$ cat config.mk
export PLATFORM = sky130hd
export DESIGN_NAME = xxtea_block_cipher_flat
export DESIGN_NICKNAME = d
export VERILOG_FILES = /design/src/rtl/xxt_pkg.sv /design/src/rtl/xxt_word_if.sv /design/src/rtl/xxt_result_if.sv /design/src/rtl/xxt_regs.sv /design/src/rtl/xxt_store.sv /design/src/rtl/xxt_ctrl.sv /design/src/rtl/xxtea_block_cipher.sv /design/src/flat_wrapper.sv
export SDC_FILE = /design/constraint.sdc
export NUM_CORES = 2
export LEC_CHECK = 0
export ABC_CLOCK_PERIOD_IN_PS = 10000
export BUFFER_PORTS_ARGS = -buffer_cell sky130_fd_sc_hd__buf_2
export CELL_PAD_IN_SITES_DETAIL_PLACEMENT = 1
export CELL_PAD_IN_SITES_GLOBAL_PLACEMENT = 2
export CORE_ASPECT_RATIO = 0.8
export CORE_MARGIN = 4
export CORE_UTILIZATION = 35
export CTS_CLUSTER_DIAMETER = 60
export DETAILED_ROUTE_END_ITERATION = 6
export HOLD_SLACK_MARGIN = 0.06
export PLACE_DENSITY_LB_ADDON = 0.1
export SLEW_MARGIN = 20
export SYNTH_ARGS = -nofsm -noshare
export SYNTH_HDL_FRONTEND = slang
export SYNTH_SLANG_ARGS = --single-unit
$ cat constraint.sdc
create_clock -name clk -period 10 [get_ports clk]
set_clock_uncertainty 0.2 [all_clocks]
set_input_delay 2 -clock clk [delete_from_list [all_inputs] [get_ports clk]]
set_output_delay 2 -clock clk [all_outputs]
set_load 0.03 [all_outputs]
$ cat src/rtl/xxt_pkg.sv
// Shared constants, types and arithmetic helpers of the XXTEA engine.
`timescale 1ns / 1ps

package xxt_pkg;

    localparam int XXT_MAX_WORDS = 64;
    localparam int XXT_WORD_W    = 32;
    localparam int XXT_ROUND_W   = 6;
    localparam int XXT_KEY_WORDS = 4;
    localparam int XXT_ADDR_W    = 4;

    localparam logic [XXT_WORD_W-1:0] XXT_DELTA = 32'h9E3779B9;

    localparam logic CMD_ENCRYPT = 1'b0;
    localparam logic CMD_DECRYPT = 1'b1;

    typedef enum logic [2:0] {
        S_IDLE,
        S_PREP0,
        S_PREP1,
        S_PREP2,
        S_RUN,
        S_EMIT
    } xxt_state_t;

    typedef logic [XXT_KEY_WORDS-1:0][XXT_WORD_W-1:0] xxt_key_t;

    // Full mixing rounds for a block of n words: 6 + 52 / n, as a range table.
    function automatic logic [XXT_ROUND_W-1:0] xxt_rounds(input int unsigned n);
        logic [XXT_ROUND_W-1:0] extra;
        if (n <= 2)
            extra = 6'd26;
        else if (n == 3)
            extra = 6'd17;
        else if (n == 4)
            extra = 6'd13;
        else if (n == 5)
            extra = 6'd10;
        else if (n == 6)
            extra = 6'd8;
        else if (n == 7)
            extra = 6'd7;
        else if (n == 8)
            extra = 6'd6;
        else if (n <= 10)
            extra = 6'd5;
        else if (n <= 13)
            extra = 6'd4;
        else if (n <= 17)
            extra = 6'd3;
        else if (n <= 26)
            extra = 6'd2;
        else if (n <= 52)
            extra = 6'd1;
        else
            extra = 6'd0;
        return 6'd6 + extra;
    endfunction

    // The MX mixing function of corrected Block TEA.
    function automatic logic [XXT_WORD_W-1:0] xxt_mx(
        input logic [XXT_WORD_W-1:0] y,
        input logic [XXT_WORD_W-1:0] z,
        input logic [XXT_WORD_W-1:0] sum,
        input logic [XXT_WORD_W-1:0] k
    );
        logic [XXT_WORD_W-1:0] a;
        logic [XXT_WORD_W-1:0] b;
        a = ((z >> 5) ^ (y << 2)) + ((y >> 3) ^ (z << 4));
        b = (sum ^ y) + (k ^ z);
        return a ^ b;
    endfunction

endpackage

$ cat src/rtl/xxt_word_if.sv
// Input channel carrying one block word per transaction.
`timescale 1ns / 1ps

interface xxt_word_if;
    logic        valid;
    logic        ready;
    logic        command;
    logic [31:0] data_word;
    logic        last;

    modport source (output valid, output command, output data_word, output last,
                    input ready);
    modport sink   (input valid, input command, input data_word, input last,
                    output ready);
endinterface

$ cat src/rtl/xxt_result_if.sv
// Output channel carrying one processed word per transaction.
`timescale 1ns / 1ps

interface xxt_result_if;
    logic        valid;
    logic        ready;
    logic [31:0] result_word;
    logic        result_last;
    logic        error;

    modport source (output valid, output result_word, output result_last,
                    output error, input ready);
    modport sink   (input valid, input result_word, input result_last,
                    input error, output ready);
endinterface

$ cat src/rtl/xxt_regs.sv
// APB register file holding the four cipher key words.
`timescale 1ns / 1ps

module xxt_regs (
    input  logic                           clk,
    input  logic                           rst_n,
    input  logic                           psel,
    input  logic                           penable,
    input  logic                           pwrite,
    input  logic [xxt_pkg::XXT_ADDR_W-1:0] paddr,
    input  logic [31:0]                    pwdata,
    output logic [31:0]                    prdata,
    output logic                           pready,
    output xxt_pkg::xxt_key_t              key
);
    import xxt_pkg::*;

    xxt_key_t        key_reg;
    logic [1:0]      reg_idx;

    assign reg_idx = paddr[XXT_ADDR_W-1:2];
    assign pready  = 1'b1;
    assign prdata  = key_reg[reg_idx];
    assign key     = key_reg;

    always_ff @(posedge clk or negedge rst_n)
    begin
        if (!rst_n)
        begin
            key_reg <= '0;
        end
        else if (psel && penable && pwrite && pready)
        begin
            key_reg[reg_idx] <= pwdata;
        end
    end

endmodule

$ cat src/rtl/xxt_store.sv
// Block word memory with a registered read port and write-to-read forwarding.
`timescale 1ns / 1ps

module xxt_store #(
    parameter int MAX_WORDS = xxt_pkg::XXT_MAX_WORDS
) (
    input  logic                         clk,
    input  logic                         rst_n,
    input  logic                         we,
    input  logic [$clog2(MAX_WORDS)-1:0] waddr,
    input  logic [31:0]                  wdata,
    input  logic [$clog2(MAX_WORDS)-1:0] raddr,
    output logic [31:0]                  rdata
);
    import xxt_pkg::*;

    logic [XXT_WORD_W-1:0] mem [MAX_WORDS];
    logic [XXT_WORD_W-1:0] q_reg;
    logic [XXT_WORD_W-1:0] fwd_data_reg;
    logic                  fwd_reg;

    always_ff @(posedge clk)
    begin
        if (we)
        begin
            mem[waddr] <= wdata;
        end
        q_reg        <= mem[raddr];
        fwd_data_reg <= wdata;
    end

    // A read that meets a write to the same entry returns the new word.
    always_ff @(posedge clk or negedge rst_n)
    begin
        if (!rst_n)
        begin
            fwd_reg <= 1'b0;
        end
        else
        begin
            fwd_reg <= we && (waddr == raddr);
        end
    end

    assign rdata = fwd_reg ? fwd_data_reg : q_reg;

endmodule

$ cat src/rtl/xxt_ctrl.sv
// Sequencer and mixing datapath: block load, cipher rounds and word emission.
`timescale 1ns / 1ps

module xxt_ctrl #(
    parameter int MAX_WORDS = xxt_pkg::XXT_MAX_WORDS
) (
    input  logic                         clk,
    input  logic                         rst_n,
    input  xxt_pkg::xxt_key_t            key,
    xxt_word_if.sink                     word_chan,
    xxt_result_if.source                 result_chan,
    output logic                         mem_we,
    output logic [$clog2(MAX_WORDS)-1:0] mem_waddr,
    output logic [31:0]                  mem_wdata,
    output logic [$clog2(MAX_WORDS)-1:0] mem_raddr,
    input  logic [31:0]                  mem_rdata
);
    import xxt_pkg::*;

    localparam int AW = $clog2(MAX_WORDS);
    localparam int CW = $clog2(MAX_WORDS + 1);

    xxt_state_t state_reg, state_next;

    logic [CW-1:0]          count_reg, count_next;
    logic [CW-1:0]          n_reg, n_next;
    logic                   cmd_reg, cmd_next;
    logic                   err_reg, err_next;
    logic [AW-1:0]          p_reg, p_next;
    logic [XXT_ROUND_W-1:0] rounds_reg, rounds_next;
    logic [XXT_WORD_W-1:0]  sum_reg, sum_next;
    logic [XXT_WORD_W-1:0]  x_reg, x_next;
    logic [XXT_WORD_W-1:0]  w_reg, w_next;
    logic [AW-1:0]          emit_idx_reg, emit_idx_next;
    logic                   pend_reg, pend_next;
    logic                   out_valid_reg, out_valid_next;
    logic [XXT_WORD_W-1:0]  out_word_reg, out_word_next;
    logic                   out_last_reg, out_last_next;
    logic                   out_err_reg, out_err_next;

    logic                   accept;
    logic                   store_ok;
    logic [CW-1:0]          n_at_last;
    logic [AW-1:0]          last_idx;
    logic                   decrypt;
    logic                   round_end;
    logic                   run_done;
    logic                   slot_free;
    logic                   take;
    logic [1:0]             key_idx;
    logic [XXT_WORD_W-1:0]  mix_y;
    logic [XXT_WORD_W-1:0]  mix_z;
    logic [XXT_WORD_W-1:0]  mix_val;
    logic [XXT_WORD_W-1:0]  new_word;
    logic [AW-1:0]          p_step;

    // Next word index in processing order: ascending for encryption,
    // descending for decryption, wrapping at the block ends.
    function automatic logic [AW-1:0] step_idx(
        input logic [AW-1:0] p,
        input logic          dec,
        input logic [AW-1:0] lst
    );
        logic [AW-1:0] r;
        if (dec)
            r = (p == '0) ? lst : p - AW'(1);
        else
            r = (p == lst) ? '0 : p + AW'(1);
        return r;
    endfunction

    assign accept    = word_chan.valid && word_chan.ready;
    assign store_ok  = count_reg < CW'(MAX_WORDS);
    assign n_at_last = store_ok ? count_reg + CW'(1) : count_reg;
    assign last_idx  = AW'(n_reg - CW'(1));
    assign decrypt   = (cmd_reg == CMD_DECRYPT);
    assign round_end = decrypt ? (p_reg == '0) : (p_reg == last_idx);
    assign run_done  = round_end && (rounds_reg == XXT_ROUND_W'(1));
    assign slot_free = !out_valid_reg || result_chan.ready;
    assign take      = (state_reg == S_EMIT) && pend_reg && slot_free;

    // Encryption reads the word after p as y and carries z; decryption
    // reads the word before p as z and carries y.
    assign key_idx  = 2'(p_reg) ^ sum_reg[3:2];
    assign mix_y    = decrypt ? w_reg : mem_rdata;
    assign mix_z    = decrypt ? mem_rdata : w_reg;
    assign mix_val  = xxt_mx(mix_y, mix_z, sum_reg, key[key_idx]);
    assign new_word = decrypt ? x_reg - mix_val : x_reg + mix_val;
    assign p_step   = step_idx(p_reg, decrypt, last_idx);

    assign word_chan.ready     = (state_reg == S_IDLE);
    assign result_chan.valid   = out_valid_reg;
    assign result_chan.result_word = out_word_reg;
    assign result_chan.result_last = out_last_reg;
    assign result_chan.error   = out_err_reg;

    always_comb
    begin
        state_next = state_reg;
        case (state_reg)
            S_IDLE:
            begin
                if (accept && word_chan.last)
                    state_next = (n_at_last < CW'(2)) ? S_EMIT : S_PREP0;
            end
            S_PREP0: state_next = S_PREP1;
            S_PREP1: state_next = S_PREP2;
            S_PREP2: state_next = S_RUN;
            S_RUN:
            begin
                if (run_done)
                    state_next = S_EMIT;
            end
            S_EMIT:
            begin
                if (take && (emit_idx_reg == last_idx))
                    state_next = S_IDLE;
            end
            default: state_next = S_IDLE;
        endcase
    end

    always_comb
    begin
        count_next    = count_reg;
        n_next        = n_reg;
        cmd_next      = cmd_reg;
        err_next      = err_reg;
        p_next        = p_reg;
        rounds_next   = rounds_reg;
        sum_next      = sum_reg;
        x_next        = x_reg;
        w_next        = w_reg;
        emit_idx_next = emit_idx_reg;
        pend_next     = pend_reg;
        out_word_next = out_word_reg;
        out_last_next = out_last_reg;
        out_err_next  = out_err_reg;
        mem_we        = 1'b0;
        mem_waddr     = count_reg[AW-1:0];
        mem_wdata     = word_chan.data_word;
        mem_raddr     = '0;

        case (state_reg)
            S_IDLE:
            begin
                if (accept)
                begin
                    mem_we = store_ok;
                    if (word_chan.last)
                    begin
                        count_next    = '0;
                        n_next        = n_at_last;
                        cmd_next      = word_chan.command;
                        err_next      = (n_at_last < CW'(2));
                        emit_idx_next = '0;
                        pend_next     = 1'b0;
                    end
                    else if (store_ok)
                    begin
                        count_next = count_reg + CW'(1);
                    end
                end
            end
            S_PREP0:
            begin
                mem_raddr   = decrypt ? last_idx : '0;
                rounds_next = xxt_rounds(32'(n_reg));
                p_next      = decrypt ? last_idx : '0;
            end
            S_PREP1:
            begin
                x_next    = mem_rdata;
                mem_raddr = decrypt ? '0 : last_idx;
                sum_next  = decrypt ?
                            XXT_DELTA * {{(XXT_WORD_W - XXT_ROUND_W){1'b0}}, rounds_reg} :
                            XXT_DELTA;
            end
            S_PREP2:
            begin
                w_next    = mem_rdata;
                mem_raddr = step_idx(p_reg, decrypt, last_idx);
            end
            S_RUN:
            begin
                mem_we    = 1'b1;
                mem_waddr = p_reg;
                mem_wdata = new_word;
                x_next    = mem_rdata;
                w_next    = new_word;
                p_next    = p_step;
                mem_raddr = step_idx(p_step, decrypt, last_idx);
                if (round_end)
                begin
                    rounds_next = rounds_reg - XXT_ROUND_W'(1);
                    sum_next    = decrypt ? sum_reg - XXT_DELTA : sum_reg + XXT_DELTA;
                end
                if (run_done)
                begin
                    emit_idx_next = '0;
                    pend_next     = 1'b0;
                end
            end
            S_EMIT:
            begin
                mem_raddr = take ? emit_idx_reg + AW'(1) : emit_idx_reg;
                pend_next = 1'b1;
                if (take)
                begin
                    emit_idx_next = emit_idx_reg + AW'(1);
                    out_word_next = mem_rdata;
                    out_last_next = (emit_idx_reg == last_idx);
                    out_err_next  = err_reg;
                end
            end
            default:
            begin
                mem_raddr = '0;
            end
        endcase

        if (take)
            out_valid_next = 1'b1;
        else if (result_chan.ready)
            out_valid_next = 1'b0;
        else
            out_valid_next = out_valid_reg;
    end

    always_ff @(posedge clk or negedge rst_n)
    begin
        if (!rst_n)
        begin
            state_reg     <= S_IDLE;
            count_reg     <= '0;
            n_reg         <= '0;
            cmd_reg       <= CMD_ENCRYPT;
            err_reg       <= 1'b0;
            p_reg         <= '0;
            rounds_reg    <= '0;
            sum_reg       <= '0;
            emit_idx_reg  <= '0;
            pend_reg      <= 1'b0;
            out_valid_reg <= 1'b0;
        end
        else
        begin
            state_reg     <= state_next;
            count_reg     <= count_next;
            n_reg         <= n_next;
            cmd_reg       <= cmd_next;
            err_reg       <= err_next;
            p_reg         <= p_next;
            rounds_reg    <= rounds_next;
            sum_reg       <= sum_next;
            emit_idx_reg  <= emit_idx_next;
            pend_reg      <= pend_next;
            out_valid_reg <= out_valid_next;
        end
    end

    always_ff @(posedge clk)
    begin
        x_reg        <= x_next;
        w_reg        <= w_next;
        out_word_reg <= out_word_next;
        out_last_reg <= out_last_next;
        out_err_reg  <= out_err_next;
    end

    // The round engine only runs on blocks of two or more words.
    a_run_block_size: assert property (@(posedge clk) disable iff (!rst_n)
        (state_reg == S_RUN) |-> (n_reg >= CW'(2)))
        else $error("round engine running on a block shorter than two words");

    // While the round engine runs, at least one round is always left.
    a_run_rounds: assert property (@(posedge clk) disable iff (!rst_n)
        (state_reg == S_RUN) |-> (rounds_reg != '0))
        else $error("round engine running with no rounds left");

    // Emission never walks past the end of the block.
    a_emit_index: assert property (@(posedge clk) disable iff (!rst_n)
        (state_reg == S_EMIT) |-> (emit_idx_reg <= last_idx))
        else $error("emission index beyond the block");

    // The word flagged last closes the block and the engine goes idle.
    a_emit_close: assert property (@(posedge clk) disable iff (!rst_n)
        (take && (emit_idx_reg == last_idx)) |=> (state_reg == S_IDLE) && out_last_reg)
        else $error("final word emitted without closing the block");

endmodule

$ cat src/rtl/xxtea_block_cipher.sv
// Top level of the XXTEA block cipher engine: key registers, word store, sequencer.
// Load takes words only while idle. A block of n >= 2 words then passes the setup
// states PREP0, PREP1, PREP2 and runs 6 + 52/n rounds, one word update per cycle.
// Emission reads the first word, then delivers one word per cycle when not stalled.
// Reset (rst_n low, asynchronous) clears key and control state; store is not cleared.
`timescale 1ns / 1ps

module xxtea_block_cipher #(
    parameter int MAX_WORDS = xxt_pkg::XXT_MAX_WORDS
) (
    input  logic                           clk,
    input  logic                           rst_n,
    input  logic                           psel,
    input  logic                           penable,
    input  logic                           pwrite,
    input  logic [xxt_pkg::XXT_ADDR_W-1:0] paddr,
    input  logic [31:0]                    pwdata,
    output logic [31:0]                    prdata,
    output logic                           pready,
    xxt_word_if.sink                       word_chan,
    xxt_result_if.source                   result_chan
);
    import xxt_pkg::*;

    localparam int AW = $clog2(MAX_WORDS);

    // The user is to write the cipher key through the register port only while the
    // engine is idle, not enforced by the block; key word i lies at byte address 4*i.
    xxt_key_t              key;

    // Single-port-write, single-port-read store for the block words. The
    // sequencer writes incoming words during load, rewrites one word per cycle
    // during the rounds, and reads the words back out for emission.
    logic                  mem_we;
    logic [AW-1:0]         mem_waddr;
    logic [XXT_WORD_W-1:0] mem_wdata;
    logic [AW-1:0]         mem_raddr;
    logic [XXT_WORD_W-1:0] mem_rdata;

    xxt_regs u_regs (
        .clk     (clk),
        .rst_n   (rst_n),
        .psel    (psel),
        .penable (penable),
        .pwrite  (pwrite),
        .paddr   (paddr),
        .pwdata  (pwdata),
        .prdata  (prdata),
        .pready  (pready),
        .key     (key)
    );

    xxt_store #(
        .MAX_WORDS (MAX_WORDS)
    ) u_store (
        .clk   (clk),
        .rst_n (rst_n),
        .we    (mem_we),
        .waddr (mem_waddr),
        .wdata (mem_wdata),
        .raddr (mem_raddr),
        .rdata (mem_rdata)
    );

    // The sequencer accepts words only while idle. Each round step reads the
    // neighbor word, mixes it with the word read on the previous step and the
    // word written on the previous step, and writes the result back; a read of
    // the entry being written in the same cycle is forwarded by the store.
    // Results pass through an output register, so the next block may start
    // loading while the final word of the previous block waits to be taken.
    xxt_ctrl #(
        .MAX_WORDS (MAX_WORDS)
    ) u_ctrl (
        .clk         (clk),
        .rst_n       (rst_n),
        .key         (key),
        .word_chan   (word_chan),
        .result_chan (result_chan),
        .mem_we      (mem_we),
        .mem_waddr   (mem_waddr),
        .mem_wdata   (mem_wdata),
        .mem_raddr   (mem_raddr),
        .mem_rdata   (mem_rdata)
    );

endmodule
$ cat src/flat_wrapper.sv
// flat-port wrapper written by rule: the top's interface ports become plain ports
module xxtea_block_cipher_flat import xxt_pkg::*;
#(
    parameter int MAX_WORDS = xxt_pkg::XXT_MAX_WORDS
)
  (clk, rst_n, psel, penable, pwrite, paddr, pwdata, prdata, pready, word_chan_valid, word_chan_command, word_chan_data_word, word_chan_last, word_chan_ready, result_chan_valid, result_chan_result_word, result_chan_result_last, result_chan_error, result_chan_ready);
  xxt_word_if word_chan_i ();
  xxt_result_if result_chan_i ();
  input  logic clk;
  input  logic rst_n;
  input  logic psel;
  input  logic penable;
  input  logic pwrite;
  input  logic [xxt_pkg::XXT_ADDR_W-1:0] paddr;
  input  logic [31:0] pwdata;
  output logic [31:0] prdata;
  output logic pready;
  input wire logic [$bits(word_chan_i.valid)-1:0] word_chan_valid;
  input wire logic [$bits(word_chan_i.command)-1:0] word_chan_command;
  input wire logic [$bits(word_chan_i.data_word)-1:0] word_chan_data_word;
  input wire logic [$bits(word_chan_i.last)-1:0] word_chan_last;
  output wire logic [$bits(word_chan_i.ready)-1:0] word_chan_ready;
  output wire logic [$bits(result_chan_i.valid)-1:0] result_chan_valid;
  output wire logic [$bits(result_chan_i.result_word)-1:0] result_chan_result_word;
  output wire logic [$bits(result_chan_i.result_last)-1:0] result_chan_result_last;
  output wire logic [$bits(result_chan_i.error)-1:0] result_chan_error;
  input wire logic [$bits(result_chan_i.ready)-1:0] result_chan_ready;
  assign word_chan_i.valid = word_chan_valid;
  assign word_chan_i.command = word_chan_command;
  assign word_chan_i.data_word = word_chan_data_word;
  assign word_chan_i.last = word_chan_last;
  assign word_chan_ready = word_chan_i.ready;
  assign result_chan_valid = result_chan_i.valid;
  assign result_chan_result_word = result_chan_i.result_word;
  assign result_chan_result_last = result_chan_i.result_last;
  assign result_chan_error = result_chan_i.error;
  assign result_chan_i.ready = result_chan_ready;
  xxtea_block_cipher #(.MAX_WORDS(MAX_WORDS)) u_core (.clk(clk), .rst_n(rst_n), .psel(psel), .penable(penable), .pwrite(pwrite), .paddr(paddr), .pwdata(pwdata), .prdata(prdata), .pready(pready), .word_chan(word_chan_i), .result_chan(result_chan_i));
endmodule
==> results.json <==
{
  "layout_worst_path_cycle_share_pct": 96.8,
  "grt_pass1_wl_microns": 539000,
  "htreeDepth": 5,
  "drt-pass1-iter-count": 5,
  "maxSlewViolCount": 0,
  "slew_headroom_pct": 24.4,
  "postSynthCellCount": 8404,
  "critPathSlowestCell": "a2111oi_1",
  "design.core.area_sq_mm": 0.307,
  "track_usage_pct": 23.0,
  "crit_top_cell": "xnor2_1",
  "clock.fmax_mhz": 103,
  "drtAntennaViolNets": 0,
  "final_cell_mix": "edfxtp_1 (2146), nand2_1 (1705), a21oi_1 (441)",
  "synth_top_family_by_area": "simple AND/OR/NAND/NOR gates",
  "fp-row-count": 182,
  "yosys-top-cells-area": "edfxtp_1 (60%), nand2_1 (6.0%), dfrtp_1 (4.6%)",
  "drc": 0,
  "setup_slack_ns": 0.318,
  "synth_mux_area_share_pct": 6.74,
  "synth_xor_area_share_pct": 2.91,
  "gr-total-overflow": 0,
  "dpl.hpwl_microns": 231000,
  "io_pins": 146,
  "max_cap_violations": 0,
  "synth_adder_area_share_pct": 2.93,
  "vias": 71617,
  "synth-edff-count": 2146,
  "yosys.area_share.simple_pct": 11.4,
  "cts_tree": "built",
  "yosys.area.top_type_share_pct": 59.6,
  "worst_setup_path_end_kind": "flop",
  "min_path_type": "flop to flop",
  "crit_start": "u_core.u_ctrl.p_reg[1]",
  "crit_type": "flop to flop",
  "worstMarginPinSlew_ns": 1.12,
  "fp.dieW_microns": 630,
  "die_y_microns": 505,
  "drive_gt1_share_pct": 13.4,
  "setup_viol": 0,
  "timing.rr.end": "u_core.u_store.mem[40][31]",
  "instances_no_fill": 12891,
  "gp_congestion": 0.845,
  "cts-hold-fix-buffers": 0,
  "wl_per_cell_microns": 29.3,
  "totalNegativeSetupSlack_ns": 0,
  "critical_path.max_fanout": 65,
  "antenna_found_initial": 16,
  "cp-endpoint": "u_core.u_store.mem[40][31]",
  "vias_per_cell": 5.56,
  "ys_seq_area_share_pct": 65.4,
  "synth_flop_cell": "edfxtp_1",
  "dp_slack_ns": 0.231,
  "rrSetupSlack_ns": 0.32,
  "start_kind": "flop",
  "grt_max_degree": 153,
  "multiInputGateArea_sq_mm": 0.0356,
  "timing.rr.start": "u_core.u_ctrl.p_reg[1]",
  "fin_nets": 8934,
  "crit_path_max_incr_delay_ns": 0.66,
  "wirelength_microns": 377000,
  "async_flop_share_pct": 8.30,
  "syn-cell-area_sq_mm": 0.108,
  "drt_iter0_markers": 6162,
  "largest_register_ffs": 2048,
  "cts_buffers": 283,
  "fillerInstances": 31761,
  "clockBufferDepth": 4,
  "start_util_pct": 35.2,
  "seq_area_sq_mm": 0.0707,
  "report.final.hold_viol_count": 0,
  "io_buffers": 142,
  "insertion_delay_ns": 0.86,
  "reg2reg_depth": 34,
  "fp.dieArea_sq_mm": 0.318,
  "rsz0062_at_grt": "false",
  "synth_compound_area_share_pct": 8.15,
  "cts.sinks": 2410,
  "ys_warn_count": 0,
  "syn_avg_cell_area_sq_um": 12.9,
  "fin_crit_ns": 9.68,
  "clockRootBuffer": "clkbuf_16",
  "path_clk_slew_ns": 0.06,
  "synth_nets": 8713,
  "grt_pass1_vias": 72646,
  "status": "complete, no violations",
  "critPathRequiredTime_ns": 10.33,
  "synth_seq_cells": 2410,
  "mostFrequentLayoutCell": "edfxtp_1",
  "synth_cell_type_count": 100,
  "dp.cells": 12387,
  "synth_top_cell_by_area": "edfxtp_1",
  "syn2layout_area_growth_pct": 14.4,
  "arrival_ns": 10.01
}
-- per-stage QoR --
stage,area (sq um),hold slack [ns],utilization (%)
final,124000,0.291,40.2
after global routing,124000,0.319,40.2
after CTS,124000,0.296,40.2
after detailed placement,115000,0.291,37.4
after global placement,115000,0.296,37.4
after floorplan,108000,0.221,-
-- cells in the mapped netlist (34+ instances only) --
master     number
clkbuf_1      216
a2111oi_0      40
o21ai_0       256
nand2b_1       40
nor4_1         43
nand3b_1       37
xor2_1        109
inv_1         148
dfrtp_1       200
o22ai_1       116
nand4_1        80
a32oi_1        95
ha_1          196
edfxtp_1     2146
mux2i_1       363
nand2_1      1729
a311oi_1       35
nor2_1        299
nand3_1       367
mux2_2        133
buf_1          47
buf_2         173
a21oi_1       443
fa_1           36
nor3_1         75
and3_1         49
a21o_1         69
dfxtp_1        64
mux4_2         96
o221ai_1       34
xnor2_1       240
-- worst max-delay path, delay by kind of cell, from the launching register on --
family / cells / cell delay (ns)
buffers and inverters: 5 / 1.16
muxes: 2 / 0.51
DFF: 1 / 0.44
AOI/OAI and AO/OA: 11 / 2.96
adders and majority gates: 2 / 0.72
and+or+nand+nor: 7 / 1.60
xor gates and xnor gates: 7 / 1.66
-- metal layers --
metal	track usage (%)	wire length, microns
met1	35.2	184000
met5	0	0
met3	2.58	17700
met4	4.94	8070
met2	35.2	167000
-- kinds of logic after synthesis --
| family | Yosys count |
|---|---|
| XOR/XNOR | 353 |
| other | 1 |
| multiplexers | 592 |
| flip-flops | 2410 |
| AO/OA/AOI/OAI | 1360 |
| buffers and inverters | 618 |
| adder cells (fa/ha/maj) | 232 |
| AND/OR/NAND/NOR | 2838 |
-- repair_timing --
action / in CTS / in global routing
resized for setup: 0 / 4
endpoints found under the hold margin: 0 / 0
endpoints found under the setup margin: 0 / 65
setup buffers: 0 / 1
-- worst min path at each step --
stage | startpoint | endpoint | slack (ns) | depth (start not counted)
after floorplan | u_core.u_ctrl.err_reg | u_core.u_ctrl.result_chan.error | 0.22 | 0
after global placement | u_core.u_ctrl.pend_reg | u_core.u_ctrl.pend_reg | 0.30 | 2
after detailed placement | u_core.u_ctrl.err_reg | u_core.u_ctrl.result_chan.error | 0.29 | 0
after CTS | u_core.u_ctrl.err_reg | u_core.u_ctrl.result_chan.error | 0.30 | 0
after global routing | u_core.u_ctrl.err_reg | u_core.u_ctrl.result_chan.error | 0.32 | 0
final | u_core.u_ctrl.err_reg | u_core.u_ctrl.result_chan.error | 0.29 | 0
-- area by class of cell --
class,instances,area share [%]
well taps,4048,4.09
clock inverters,142,0.855
repair buffers,406,2.56
diodes,5,0.0101
inverters,148,0.451
multi-input cells,5376,28.8
flip-flops and latches,2410,57.2
clock buffers,356,6.11
Power is left out: the tool's default activity adds up to more than one toggle a clock period on the data nets, which glitch-free logic cannot reach.
